===== config.mk =====
export PLATFORM = sky130hd
export DESIGN_NAME = divisor_sum_count_ratio_top
export DESIGN_NICKNAME = d
export VERILOG_FILES = /design/src/rtl/dsc_pkg.sv /design/src/rtl/divisor_sum_count_ratio_top.sv /design/src/rtl/dsc_seq.sv /design/src/rtl/dsc_div.sv /design/src/rtl/dsc_dp.sv
export SDC_FILE = /design/constraint.sdc
export NUM_CORES = 2
export LEC_CHECK = 0
export BUFFER_PORTS_ARGS = -buffer_cell sky130_fd_sc_hd__buf_2
export CORE_MARGIN = 4
export CORE_UTILIZATION = 66
export CTS_BUF_LIST = sky130_fd_sc_hd__clkbuf_8
export DETAILED_ROUTE_END_ITERATION = 12
export PLACE_DENSITY = 0.89
export SYNTH_ARGS = -nofsm -noshare
export SYNTH_HDL_FRONTEND = slang
export SYNTH_HIERARCHICAL = 1
export SYNTH_SLANG_ARGS = --single-unit
export TNS_END_PERCENT = 20

===== constraint.sdc =====
create_clock -name clk -period 12.4 [get_ports clk]
set_input_delay 3.1 -clock clk [delete_from_list [all_inputs] [get_ports clk]]
set_output_delay 3.1 -clock clk [all_outputs]
set_load 0.03 [all_outputs]

===== src/rtl/dsc_pkg.sv =====
`timescale 1ns / 1ps
// dsc_pkg: widths, microcode op and condition codes, step addresses and the control rom
// depends on nothing; used by every module of the divisor sum/count block
package dsc_pkg;

  localparam int NUMBER_WIDTH  = 16;
  localparam int FRACTION_BITS = 16;
  localparam int COUNT_W       = 8;
  localparam int SUM_W         = 20;
  localparam int RATIO_W       = 32;

  // trial divisor runs to just past the square root of the widest number
  localparam int D_W     = NUMBER_WIDTH / 2 + 1;
  localparam int EXPO_W  = $clog2(NUMBER_WIDTH + 1);
  localparam int DIVD_W  = SUM_W + FRACTION_BITS;
  localparam int PAD_W   = DIVD_W - NUMBER_WIDTH;
  localparam int DVS_W   = (D_W > COUNT_W) ? D_W : COUNT_W;
  localparam int CNT_W   = $clog2(DIVD_W + 1);
  localparam int MUL_W   = SUM_W;
  localparam int PROD_W  = 2 * MUL_W;
  localparam int STEP_W  = 5;

  typedef logic [STEP_W-1:0] step_t;

  typedef enum logic [3:0] {
    OP_NONE,
    OP_LOAD,
    OP_SQUARE,
    OP_INIT_PRIME,
    OP_TAKE_Q,
    OP_GEO,
    OP_MUL_TAU,
    OP_MUL_SIGMA,
    OP_SET_SIGMA,
    OP_INC_D,
    OP_TAIL,
    OP_OUT
  } op_t;

  typedef enum logic [3:0] {
    C_NEVER,
    C_ALWAYS,
    C_NO_INPUT,
    C_SQ_GT,
    C_DIV_BUSY,
    C_REM_NZ,
    C_REM_ZERO,
    C_REST_LE1,
    C_OUT_BUSY
  } cond_t;

  typedef struct packed {
    op_t   op;
    logic  gate;       // suppress op when the jump is taken
    logic  div_start;
    logic  div_ratio;
    cond_t cond;
    step_t target;
  } ucode_t;

  // sequencer to datapath
  typedef struct packed {
    op_t  op;
    logic div_start;
    logic div_ratio;
  } ctl_t;

  // datapath to sequencer
  typedef struct packed {
    logic sq_gt;
    logic div_busy;
    logic rem_zero;
    logic rest_le1;
    logic out_busy;
  } stat_t;

  localparam step_t ST_WAIT    = 5'd0;
  localparam step_t ST_SQ      = 5'd1;
  localparam step_t ST_TEST    = 5'd2;
  localparam step_t ST_TRY     = 5'd3;
  localparam step_t ST_TRY_W   = 5'd4;
  localparam step_t ST_CHK     = 5'd5;
  localparam step_t ST_TAKE    = 5'd6;
  localparam step_t ST_GEO     = 5'd7;
  localparam step_t ST_GEO_W   = 5'd8;
  localparam step_t ST_AGAIN   = 5'd9;
  localparam step_t ST_MTAU    = 5'd10;
  localparam step_t ST_MSIG    = 5'd11;
  localparam step_t ST_SSIG    = 5'd12;
  localparam step_t ST_NEXT    = 5'd13;
  localparam step_t ST_TAIL    = 5'd14;
  localparam step_t ST_TAIL_M  = 5'd15;
  localparam step_t ST_TAIL_S  = 5'd16;
  localparam step_t ST_RATIO   = 5'd17;
  localparam step_t ST_RATIO_W = 5'd18;
  localparam step_t ST_OUT     = 5'd19;
  localparam step_t ST_DONE    = 5'd20;

  function automatic ucode_t ucode(input step_t s);
    ucode_t w;
    w.op        = OP_NONE;
    w.gate      = 1'b0;
    w.div_start = 1'b0;
    w.div_ratio = 1'b0;
    w.cond      = C_NEVER;
    w.target    = ST_WAIT;
    case (s)
      ST_WAIT: begin
        w.op = OP_LOAD; w.gate = 1'b1; w.cond = C_NO_INPUT; w.target = ST_WAIT;
      end
      ST_SQ:    w.op = OP_SQUARE;
      ST_TEST: begin
        w.cond = C_SQ_GT; w.target = ST_TAIL;
      end
      ST_TRY:   w.div_start = 1'b1;
      ST_TRY_W: begin
        w.cond = C_DIV_BUSY; w.target = ST_TRY_W;
      end
      ST_CHK: begin
        w.op = OP_INIT_PRIME; w.gate = 1'b1; w.cond = C_REM_NZ; w.target = ST_NEXT;
      end
      ST_TAKE:  w.op = OP_TAKE_Q;
      ST_GEO: begin
        w.op = OP_GEO; w.div_start = 1'b1;
      end
      ST_GEO_W: begin
        w.cond = C_DIV_BUSY; w.target = ST_GEO_W;
      end
      ST_AGAIN: begin
        w.cond = C_REM_ZERO; w.target = ST_TAKE;
      end
      ST_MTAU:  w.op = OP_MUL_TAU;
      ST_MSIG:  w.op = OP_MUL_SIGMA;
      ST_SSIG:  w.op = OP_SET_SIGMA;
      ST_NEXT: begin
        w.op = OP_INC_D; w.cond = C_ALWAYS; w.target = ST_SQ;
      end
      ST_TAIL: begin
        w.cond = C_REST_LE1; w.target = ST_RATIO;
      end
      ST_TAIL_M: w.op = OP_TAIL;
      ST_TAIL_S: w.op = OP_SET_SIGMA;
      ST_RATIO: begin
        w.div_start = 1'b1; w.div_ratio = 1'b1;
      end
      ST_RATIO_W: begin
        w.cond = C_DIV_BUSY; w.target = ST_RATIO_W;
      end
      ST_OUT: begin
        w.op = OP_OUT; w.gate = 1'b1; w.cond = C_OUT_BUSY; w.target = ST_OUT;
      end
      ST_DONE: begin
        w.cond = C_ALWAYS; w.target = ST_WAIT;
      end
      default: begin
        w.cond = C_ALWAYS; w.target = ST_WAIT;
      end
    endcase
    return w;
  endfunction

endpackage


===== src/rtl/divisor_sum_count_ratio_top.sv =====
`timescale 1ns / 1ps
// divisor_sum_count_ratio_top: divisor count, divisor sum and their ratio for one number
// depends on dsc_pkg, dsc_seq and dsc_dp
//
//  channel | ports                                              | direction
//  --------+----------------------------------------------------+----------
//  in      | in_valid, in_ready, in_number                      | word in
//  out     | out_valid, out_ready, out_divisor_count,           | word out
//          | out_divisor_sum, out_ratio                         |
//
// one word at a time: a new word is taken only when the sequencer is back at its wait step
// each trial divisor runs the one-bit-per-cycle restoring divider over the 16 rest bits,
// then waits for it to finish before the remainder test; every divided-out factor runs it again
// and each prime found then passes through the tau and sigma update steps
// the slowest input is a prime near 2^16; the final ratio runs the divider over all 36 dividend bits
// synchronous active-low reset returns the step counter to wait and empties the output
// a held output word stalls only the last step; the next word is taken after the done step
module divisor_sum_count_ratio_top (
  input  logic                             clk,
  input  logic                             rst_n,
  input  logic                             in_valid,
  output logic                             in_ready,
  input  logic [dsc_pkg::NUMBER_WIDTH-1:0] in_number,
  output logic                             out_valid,
  input  logic                             out_ready,
  output logic [dsc_pkg::COUNT_W-1:0]      out_divisor_count,
  output logic [dsc_pkg::SUM_W-1:0]        out_divisor_sum,
  output logic [dsc_pkg::RATIO_W-1:0]      out_ratio
);

  // control word after jump gating, and the flags the jumps test
  dsc_pkg::ctl_t  ctl;
  dsc_pkg::stat_t stat;

  // program counter, control rom and branch logic
  dsc_seq u_seq (
    .clk      (clk),
    .rst_n    (rst_n),
    .in_valid (in_valid),
    .stat     (stat),
    .ctl      (ctl),
    .in_ready (in_ready)
  );

  // rest, trial divisor, tau, sigma, geometric sum, shared multiplier and divider
  dsc_dp u_dp (
    .clk               (clk),
    .rst_n             (rst_n),
    .ctl               (ctl),
    .in_number         (in_number),
    .out_ready         (out_ready),
    .stat              (stat),
    .out_valid         (out_valid),
    .out_divisor_count (out_divisor_count),
    .out_divisor_sum   (out_divisor_sum),
    .out_ratio         (out_ratio)
  );

endmodule


===== src/rtl/dsc_seq.sv =====
`timescale 1ns / 1ps
// dsc_seq: step counter, control rom fetch and conditional jumps
// depends on dsc_pkg
module dsc_seq (
  input  logic           clk,
  input  logic           rst_n,
  input  logic           in_valid,
  input  dsc_pkg::stat_t stat,
  output dsc_pkg::ctl_t  ctl,
  output logic           in_ready
);

  dsc_pkg::step_t  pc_r;
  dsc_pkg::step_t  pc_nxt;
  dsc_pkg::ucode_t uw;
  logic            taken;
  logic            run;

  always_comb begin
    uw = dsc_pkg::ucode(pc_r);
    case (uw.cond)
      dsc_pkg::C_NEVER:    taken = 1'b0;
      dsc_pkg::C_ALWAYS:   taken = 1'b1;
      dsc_pkg::C_NO_INPUT: taken = !in_valid;
      dsc_pkg::C_SQ_GT:    taken = stat.sq_gt;
      dsc_pkg::C_DIV_BUSY: taken = stat.div_busy;
      dsc_pkg::C_REM_NZ:   taken = !stat.rem_zero;
      dsc_pkg::C_REM_ZERO: taken = stat.rem_zero;
      dsc_pkg::C_REST_LE1: taken = stat.rest_le1;
      dsc_pkg::C_OUT_BUSY: taken = stat.out_busy;
      default:             taken = 1'b0;
    endcase
    run           = !(uw.gate && taken);
    pc_nxt        = taken ? uw.target : pc_r + dsc_pkg::step_t'(1);
    ctl.op        = run ? uw.op : dsc_pkg::OP_NONE;
    ctl.div_start = run && uw.div_start;
    ctl.div_ratio = uw.div_ratio;
  end

  assign in_ready = (pc_r == dsc_pkg::ST_WAIT);

  always_ff @(posedge clk) begin
    if (!rst_n) begin
      pc_r <= dsc_pkg::ST_WAIT;
    end else begin
      pc_r <= pc_nxt;
    end
  end

endmodule


===== src/rtl/dsc_div.sv =====
`timescale 1ns / 1ps
// dsc_div: restoring divider, one quotient bit per cycle
// depends on dsc_pkg; shared by the trial remainder test and the final ratio
module dsc_div (
  input  logic                       clk,
  input  logic                       rst_n,
  input  logic                       start,
  input  logic                       ratio_mode,
  input  logic [dsc_pkg::DIVD_W-1:0] dividend,
  input  logic [dsc_pkg::DVS_W-1:0]  divisor,
  output logic                       busy,
  output logic [dsc_pkg::DIVD_W-1:0] quo,
  output logic [dsc_pkg::DVS_W-1:0]  rem
);

  logic [dsc_pkg::DIVD_W-1:0] quo_r;
  logic [dsc_pkg::DVS_W-1:0]  rem_r;
  logic [dsc_pkg::DVS_W-1:0]  dvs_r;
  logic [dsc_pkg::CNT_W-1:0]  cnt_r;
  logic [dsc_pkg::DVS_W:0]    shifted;
  logic [dsc_pkg::DVS_W:0]    diff;
  logic                       ge;

  always_comb begin
    shifted = {rem_r, quo_r[dsc_pkg::DIVD_W-1]};
    ge      = (shifted >= {1'b0, dvs_r});
    diff    = shifted - {1'b0, dvs_r};
  end

  // trial dividend sits in the top bits, so only its own width of steps is run
  always_ff @(posedge clk) begin
    if (!rst_n) begin
      cnt_r <= '0;
    end else if (start) begin
      cnt_r <= ratio_mode ? dsc_pkg::CNT_W'(dsc_pkg::DIVD_W)
                          : dsc_pkg::CNT_W'(dsc_pkg::NUMBER_WIDTH);
    end else if (cnt_r != '0) begin
      cnt_r <= cnt_r - dsc_pkg::CNT_W'(1);
    end
  end

  always_ff @(posedge clk) begin
    if (start) begin
      quo_r <= dividend;
      rem_r <= '0;
      dvs_r <= divisor;
    end else if (cnt_r != '0) begin
      quo_r <= {quo_r[dsc_pkg::DIVD_W-2:0], ge};
      rem_r <= ge ? diff[dsc_pkg::DVS_W-1:0] : shifted[dsc_pkg::DVS_W-1:0];
    end
  end

  assign busy = (cnt_r != '0);
  assign quo  = quo_r;
  assign rem  = rem_r;

endmodule


===== src/rtl/dsc_dp.sv =====
`timescale 1ns / 1ps
// dsc_dp: working registers, shared multiplier, divider and output register
// depends on dsc_pkg and dsc_div
module dsc_dp (
  input  logic                             clk,
  input  logic                             rst_n,
  input  dsc_pkg::ctl_t                    ctl,
  input  logic [dsc_pkg::NUMBER_WIDTH-1:0] in_number,
  input  logic                             out_ready,
  output dsc_pkg::stat_t                   stat,
  output logic                             out_valid,
  output logic [dsc_pkg::COUNT_W-1:0]      out_divisor_count,
  output logic [dsc_pkg::SUM_W-1:0]        out_divisor_sum,
  output logic [dsc_pkg::RATIO_W-1:0]      out_ratio
);

  logic [dsc_pkg::NUMBER_WIDTH-1:0] rest_r;
  logic [dsc_pkg::D_W-1:0]          d_r;
  logic [dsc_pkg::COUNT_W-1:0]      tau_r;
  logic [dsc_pkg::SUM_W-1:0]        sigma_r;
  logic [dsc_pkg::EXPO_W-1:0]       expo_r;
  logic [dsc_pkg::NUMBER_WIDTH-1:0] term_r;
  logic [dsc_pkg::SUM_W-1:0]        geo_r;
  logic [dsc_pkg::PROD_W-1:0]       prod_r;
  logic [dsc_pkg::PROD_W-1:0]       prod_nxt;
  logic [dsc_pkg::MUL_W-1:0]        mul_a;
  logic [dsc_pkg::MUL_W-1:0]        mul_b;
  logic [dsc_pkg::COUNT_W-1:0]      count_r;
  logic [dsc_pkg::SUM_W-1:0]        sum_r;
  logic [dsc_pkg::RATIO_W-1:0]      ratio_r;
  logic                             out_valid_r;

  logic [dsc_pkg::DIVD_W-1:0] div_dividend;
  logic [dsc_pkg::DVS_W-1:0]  div_divisor;
  logic                       div_busy;
  logic [dsc_pkg::DIVD_W-1:0] div_quo;
  logic [dsc_pkg::DVS_W-1:0]  div_rem;

  always_comb begin
    mul_a = '0;
    mul_b = '0;
    case (ctl.op)
      dsc_pkg::OP_SQUARE: begin
        mul_a = dsc_pkg::MUL_W'(d_r);
        mul_b = dsc_pkg::MUL_W'(d_r);
      end
      dsc_pkg::OP_TAKE_Q: begin
        mul_a = dsc_pkg::MUL_W'(term_r);
        mul_b = dsc_pkg::MUL_W'(d_r);
      end
      dsc_pkg::OP_MUL_TAU: begin
        mul_a = dsc_pkg::MUL_W'(tau_r);
        mul_b = dsc_pkg::MUL_W'(expo_r) + dsc_pkg::MUL_W'(1);
      end
      dsc_pkg::OP_MUL_SIGMA: begin
        mul_a = sigma_r;
        mul_b = geo_r;
      end
      dsc_pkg::OP_TAIL: begin
        mul_a = sigma_r;
        mul_b = dsc_pkg::MUL_W'(rest_r) + dsc_pkg::MUL_W'(1);
      end
      default: begin
        mul_a = '0;
        mul_b = '0;
      end
    endcase
    prod_nxt = dsc_pkg::PROD_W'(mul_a) * dsc_pkg::PROD_W'(mul_b);
  end

  // trial: rest aligned to the top; ratio: sigma scaled by the fraction bits
  always_comb begin
    if (ctl.div_ratio) begin
      div_dividend = dsc_pkg::DIVD_W'(sigma_r) << dsc_pkg::FRACTION_BITS;
      div_divisor  = dsc_pkg::DVS_W'(tau_r);
    end else begin
      div_dividend = dsc_pkg::DIVD_W'(rest_r) << dsc_pkg::PAD_W;
      div_divisor  = dsc_pkg::DVS_W'(d_r);
    end
  end

  dsc_div u_div (
    .clk        (clk),
    .rst_n      (rst_n),
    .start      (ctl.div_start),
    .ratio_mode (ctl.div_ratio),
    .dividend   (div_dividend),
    .divisor    (div_divisor),
    .busy       (div_busy),
    .quo        (div_quo),
    .rem        (div_rem)
  );

  always_ff @(posedge clk) begin
    case (ctl.op)
      dsc_pkg::OP_LOAD: begin
        rest_r  <= in_number;
        d_r     <= dsc_pkg::D_W'(2);
        tau_r   <= dsc_pkg::COUNT_W'(1);
        sigma_r <= dsc_pkg::SUM_W'(1);
      end
      dsc_pkg::OP_SQUARE: prod_r <= prod_nxt;
      dsc_pkg::OP_INIT_PRIME: begin
        expo_r <= '0;
        term_r <= dsc_pkg::NUMBER_WIDTH'(1);
        geo_r  <= dsc_pkg::SUM_W'(1);
      end
      dsc_pkg::OP_TAKE_Q: begin
        rest_r <= div_quo[dsc_pkg::NUMBER_WIDTH-1:0];
        expo_r <= expo_r + dsc_pkg::EXPO_W'(1);
        prod_r <= prod_nxt;
      end
      dsc_pkg::OP_GEO: begin
        term_r <= prod_r[dsc_pkg::NUMBER_WIDTH-1:0];
        geo_r  <= geo_r + prod_r[dsc_pkg::SUM_W-1:0];
      end
      dsc_pkg::OP_MUL_TAU: prod_r <= prod_nxt;
      dsc_pkg::OP_MUL_SIGMA: begin
        tau_r  <= prod_r[dsc_pkg::COUNT_W-1:0];
        prod_r <= prod_nxt;
      end
      dsc_pkg::OP_SET_SIGMA: sigma_r <= prod_r[dsc_pkg::SUM_W-1:0];
      dsc_pkg::OP_INC_D: d_r <= d_r + dsc_pkg::D_W'(1);
      dsc_pkg::OP_TAIL: begin
        tau_r  <= tau_r << 1;
        prod_r <= prod_nxt;
      end
      dsc_pkg::OP_OUT: begin
        count_r <= tau_r;
        sum_r   <= sigma_r;
        ratio_r <= (|div_quo[dsc_pkg::DIVD_W-1:dsc_pkg::RATIO_W]) ? '1
                   : div_quo[dsc_pkg::RATIO_W-1:0];
      end
      default: begin
      end
    endcase
  end

  always_ff @(posedge clk) begin
    if (!rst_n) begin
      out_valid_r <= 1'b0;
    end else if (ctl.op == dsc_pkg::OP_OUT) begin
      out_valid_r <= 1'b1;
    end else if (out_ready) begin
      out_valid_r <= 1'b0;
    end
  end

  always_comb begin
    stat.sq_gt    = (prod_r > dsc_pkg::PROD_W'(rest_r));
    stat.div_busy = div_busy;
    stat.rem_zero = (div_rem == '0);
    stat.rest_le1 = (rest_r <= dsc_pkg::NUMBER_WIDTH'(1));
    stat.out_busy = out_valid_r && !out_ready;
  end

  assign out_valid         = out_valid_r;
  assign out_divisor_count = count_r;
  assign out_divisor_sum   = sum_r;
  assign out_ratio         = ratio_r;

endmodule


Word level (Yosys, flattened, before mapping)
Index checks and enable logic that the tools add are counted.
{"block": "totals", "reg_bits": 260, "latch_bits": 0, "mem_bits_rw": 0, "romBits": 0, "in_bits": 20, "output_inout_bits": 62, "elab_cells": 121, "mem_count": 0}
{"block": "classes", "addsub": 8, "multipliers": 1, "div_mod_pow": 0, "order_cmp": 3, "eq_ne": 38, "n_shift": 0, "mux": 27, "bitwise": 0, "n_reduce_logical": 26}
{"op": "$pmux W20 S4", "count": 2}
{"op": "$mux W36", "count": 3}
{"op": "$pmux W9 S11", "count": 1}
{"op": "$pmux W20 S2", "count": 2}
{"op": "$pmux W16 S2", "count": 2}
{"op": "$pmux W4 S11", "count": 1}
{"op": "$eq A5 B4 Y1 const B", "count": 8}
{"op": "$gt A40 B16 Y1", "count": 1}
{"op": "$mul A20 B20 Y40", "count": 1}
{"op": "$eq A4 B3 Y1 const B", "count": 8}
{"op": "$pmux W8 S3", "count": 1}
{"op": "$add A20 B20 Y20", "count": 1}
{"op": "$eq A4 B4 Y1 const B", "count": 5}
{"op": "$eq A5 B3 Y1 const B", "count": 4}
{"op": "$eq A5 B5 Y1 const B", "count": 4}
{"op": "$mux W6", "count": 3}
{"op": "$pmux W9 S2", "count": 1}
{"op": "$add A16 B1 Y17 const B", "count": 1}
{"op": "$eq A4 B2 Y1 const B", "count": 4}
{"op": "$le A16 B1 Y1 const B", "count": 1}
{"op": "$reduce_bool A2 Y1", "count": 7}
{"op": "$add A5 B1 Y5 const B", "count": 2}
{"op": "$eq A5 B2 Y1 const B", "count": 2}
{"op": "$ge A10 B9 Y1", "count": 1}
{"op": "other kinds (24)", "count": 37}

Depth between registers and ports, before layout
{"block": "logic_depth", "word_depth": 11, "depth_mapped": 48, "ltp_nobuf": 45}

Cells and area by module
Netlist, hierarchy kept.
{"mod": "dsc_dp", "n_inst": 1, "cells_each": 2368, "area_each_um2": 22714.3, "seq_area_each_um2": 5845.6}
{"mod": "dsc_div", "n_inst": 1, "cells_each": 235, "area_each_um2": 2979.1, "seq_area_each_um2": 1651.6}
{"mod": "dsc_seq", "n_inst": 1, "cells_each": 118, "area_each_um2": 848.3, "seq_area_each_um2": 100.1}

Least setup slack after synthesis
No wires, ideal clock.
{"block": "synth_path", "kind": "input to register", "startpoint": "in in_valid", "endpoint": "reg u_dp/prod_r[33] (netlist name), data pin", "setup_time_ns": 0.260, "arrival_time_ns": 11.357, "required_ns": 12.140, "slack_ns": 0.783, "cell_stages": 34, "path_buffers": 5, "cell_sequence": "or3_1 -> a311o_1 -> a31oi_4 -> nor2_1 -> buf_2 -> nand2b_1 -> buf_2 -> nor3_1 -> clkbuf_1 -> buf_2 -> a22o_1 -> buf_2 -> nand2_1 -> fa_1 -> inv_1 -> fa_1 -> inv_1 -> fa_1 -> inv_1 -> fa_1 -> fa_1 -> fa_1 -> inv_1 -> fa_1 -> inv_1 -> ha_1 -> and4_1 -> a221o_1 -> a21oi_1 -> o211ai_2 -> a31oi_1 -> o21ai_1 -> a31oi_1 -> xnor2_1"}
{"item": "start: declaration", "line_no": "divisor_sum_count_ratio_top.sv:21", "rtl": "input logic in_valid,"}
{"item": "end signal: assignment", "line_no": "dsc_dp.sv:102", "rtl": "dsc_pkg::OP_SQUARE: prod_r <= prod_nxt;"}
{"item": "end signal: assignment", "line_no": "dsc_dp.sv:111", "rtl": "prod_r <= prod_nxt;"}
{"item": "end signal: assignment", "line_no": "dsc_dp.sv:117", "rtl": "dsc_pkg::OP_MUL_TAU: prod_r <= prod_nxt;"}
{"item": "end: declaration", "line_no": "dsc_dp.sv:24", "rtl": "logic [dsc_pkg::PROD_W-1:0] prod_r;"}

==> impl_metrics.tcl <==
set metrics [dict create \
    path_class "primary input to register" \
    drt_pass1_iterations 6 \
    vias 21264 \
    timing.hold.ws_ns 0.537 \
    cap_violations 0 \
    netlist_instances 2721 \
    critPathSlowestCell "o21ai_1" \
    viasPerCell 6.22 \
    ys.warnings.count 6 \
    syn2layout_area_growth_pct 9.50 \
    htree_levels 2 \
    drc 0 \
    diodes 0 \
    arrival_ns 12.14 \
    nets 3405 \
    root_buffer "clkbuf_8" \
    synth_top_area_share 0.270 \
    seq_area_frac_synth 0.286 \
    crit_top_cell "fa_1" \
    setup-violations-final 0 \
    synth_edf_count 239 \
    crit_family "adder cells" \
    cp_data_required_time_ns 12.72 \
    grt_pass1_vias 22166 \
    cp-end-kind "register" \
    cpPeakStageDelay_ns 0.92 \
    cts_tree "built" \
    hold_viol 0 \
    drive_gt1_frac 0.118 \
    routed_wl_um 79900 \
    pre_cts_ws_ns -0.109 \
    outcome "completed" \
    fin_ws_ns 0.576 \
    hp-class "register to register" \
    cp-start-kind "primary input" \
    initial_utilization 0.668 \
    synth.distinct_cells 93 \
    core_um2 39700 \
    die_y_um 209 \
    cts.clk_slew.worst_paths_ns 0.06 \
    wl_per_cell_um 23.4 \
    routabilityCongestion 1.04 \
    groute.usage.overall 0.370 \
    grt_max_degree 64 \
    synth_top_cell_by_area "edfxtp_1" \
    synth_area_um2 26500 \
    clock_skew_ns 0.0514 \
    crit_cells 32 \
    design_area_um2 29100 \
    place_area_um2 28100 \
    die_w_um 209 \
    synthTopCellsByArea "edfxtp_1 27%, fa_1 24%, ha_1 9.7%" \
    async_flop_share 0 \
    hold_depth 2 \
    critPathMaxFanout 13 \
    peakVddDrop_mv 0.108 \
    synth_ff_type "edfxtp_1" \
    finalMaxSlewViolations 0 \
    reg2reg_slack_ns 0.68 \
    slew_headroom 0.223 \
    dieArea_um2 43500 \
    fin_util 0.731 \
    path_buf_inv 8 \
    core.rowCount 73 \
    rsz0062_at_grt "no" \
    place_hpwl_um 62700 \
    fin_crit_ns 11.82 \
    fmax_ghz 0.0846 \
    cts_buffers 45 \
    clock_latency_ns 0.58 \
    finalSetupTns_ns 0 \
    ff2ff_path_depth 42 \
    cts.sinks 260 \
    grt_pass1_wl_um 125000 \
    antenna_found_initial 2 \
    overflow 0 \
    ant_nets 0 \
    ios 82 \
    postSynthAreaPerCell_um2 9.75 \
    synth_seq_cells 260 \
    power_density_nw_per_um2 155 \
    drt-initial-drc-count 2440 \
    tightest_slew_ns 1.16 \
    finalCritPeriodShare 0.954 \
    place.port_buffers 81 \
    leakage_uw 0.0135 \
    max-clock-path-buffers 3 \
]
[final cells by class]
type	instances	area, um^2
timing repair buffer	188	1280
tap	525	657
clock buffer	47	647
clock inverter	35	295
fill	2786	10700
multi-input combinational	1928	17000
sequential	260	7600
inverter	435	1630
[registers in the layout (all words and copies together) (netlist names)]
register and cells:
u_dp/prod_r 40, u_dp/u_div/quo 36, u_dp/out_ratio 32, u_dp/geo_r 20
u_dp/out_divisor_sum 20, u_dp/sigma_r 20, u_dp/rest_r 16, u_dp/term_r 16
u_dp/d_r 9, u_dp/u_div/dvs_r 9, u_dp/u_div/rem 9, u_dp/out_divisor_count 8
u_dp/tau_r 8, u_dp/u_div/cnt_r 6, u_dp/expo_r 5, u_seq/pc_r 5
u_dp/out_valid 1
[metal layers]
metal	part of all wire	wire (um)	vias to the layer above	track usage
met2	0.47	37400	1362	0.597
met4	0.082	6570	2	0.218
met5	0.00018	14	-	0
li1	-	-	9140	-
met1	0.34	27500	10357	0.463
met3	0.11	8400	403	0.0813
[placed cells by master (no fill, tap or decap), drive strengths merged, types with 27 or more instances in the layout]
master / Yosys / routed
o21ai: 68 / 68
fa: 322 / 322
ha: 205 / 205
mux2: 46 / 46
and2: 43 / 43
clkbuf: 79 / 47
nand2b: 59 / 59
inv: 434 / 449
and3: 52 / 52
a21oi: 60 / 60
a21o: 34 / 34
xnor2: 55 / 55
nor2: 232 / 232
edfxtp: 239 / 239
buf: 34 / 188
xor2: 27 / 27
nand2: 408 / 408
[path summary, 6_finish.rpt]
check,startpoint,end
worst max-delay path,in_valid,u_dp/prod_r[37]
worst min-delay path,u_dp/u_div/rem[4],u_dp/u_div/rem[5]
worst max register to register,u_dp/rest_r[1],u_dp/prod_r[37]
worst min register to register,u_dp/u_div/rem[4],u_dp/u_div/rem[5]
[through the flow]
stage / std cells / power [uW]
2_1_floorplan: 2736 / 2840
3_3_place_gp: 3336 / 3500
3_5_place_dp: 3336 / 3580
4_1_cts: 3418 / 4420
5_1_grt: 3418 / 4700
6_report: 3418 / 4500
[repair_timing]
action,4_1_cts,5_1_grt
hold buffers,0,0
resized for setup,0,3
endpoints found under the setup margin,0,16
hold endpoints to repair,0,0
setup buffers,0,0
[report_power, final]
| part | total (uW) | switching, uW | leakage (uW) | internal, uW |
|---|---|---|---|---|
| Sequential | 1780 | 369 | 0.00240 | 1410 |
| Combinational | 1900 | 1240 | 0.0106 | 659 |
| Clock | 825 | 365 | 0.000529 | 460 |
[cells in the mapped netlist, types with 7 or more instances]
| master | n |
|---|---|
| a22oi_1 | 13 |
| o21ai_0 | 58 |
| o21bai_1 | 8 |
| a31oi_1 | 12 |
| o21ai_1 | 8 |
| clkbuf_1 | 79 |
| nor2b_1 | 20 |
| a21o_1 | 33 |
| ha_1 | 205 |
| a211oi_1 | 7 |
| and3_1 | 49 |
| nand4_1 | 17 |
| o21a_1 | 14 |
| nand2b_1 | 59 |
| nand3_1 | 23 |
| inv_1 | 433 |
| edfxtp_1 | 239 |
| xnor2_1 | 55 |
| or3_1 | 12 |
| nor3_1 | 24 |
| a21oi_1 | 58 |
| nor2_1 | 232 |
| mux2_2 | 46 |
| a22o_1 | 14 |
| fa_1 | 322 |
| nand2_1 | 407 |
| and4_1 | 11 |
| xor2_1 | 27 |
| dfxtp_1 | 21 |
| buf_2 | 26 |
| nor4_1 | 16 |
| and2_1 | 43 |
[kinds of logic after synthesis]
family,Yosys count,share of synthesized area
other,1,0.000141
muxes,52,0.0218
DFF,260,0.286
buffers and inverters,548,0.0797
xor gates and xnor gates,82,0.0271
AOI/OAI and AO/OA,306,0.0817
adders and majority gates,527,0.340
and+or+nand+nor,945,0.164
[tightest hold or removal path, stage by stage (launching register included)]
cell      delay (ns)
dfxtp_1         0.34
nand2_1         0.07
a311oi_1        0.08
Note: power is estimated with default switching activity, not from simulation.
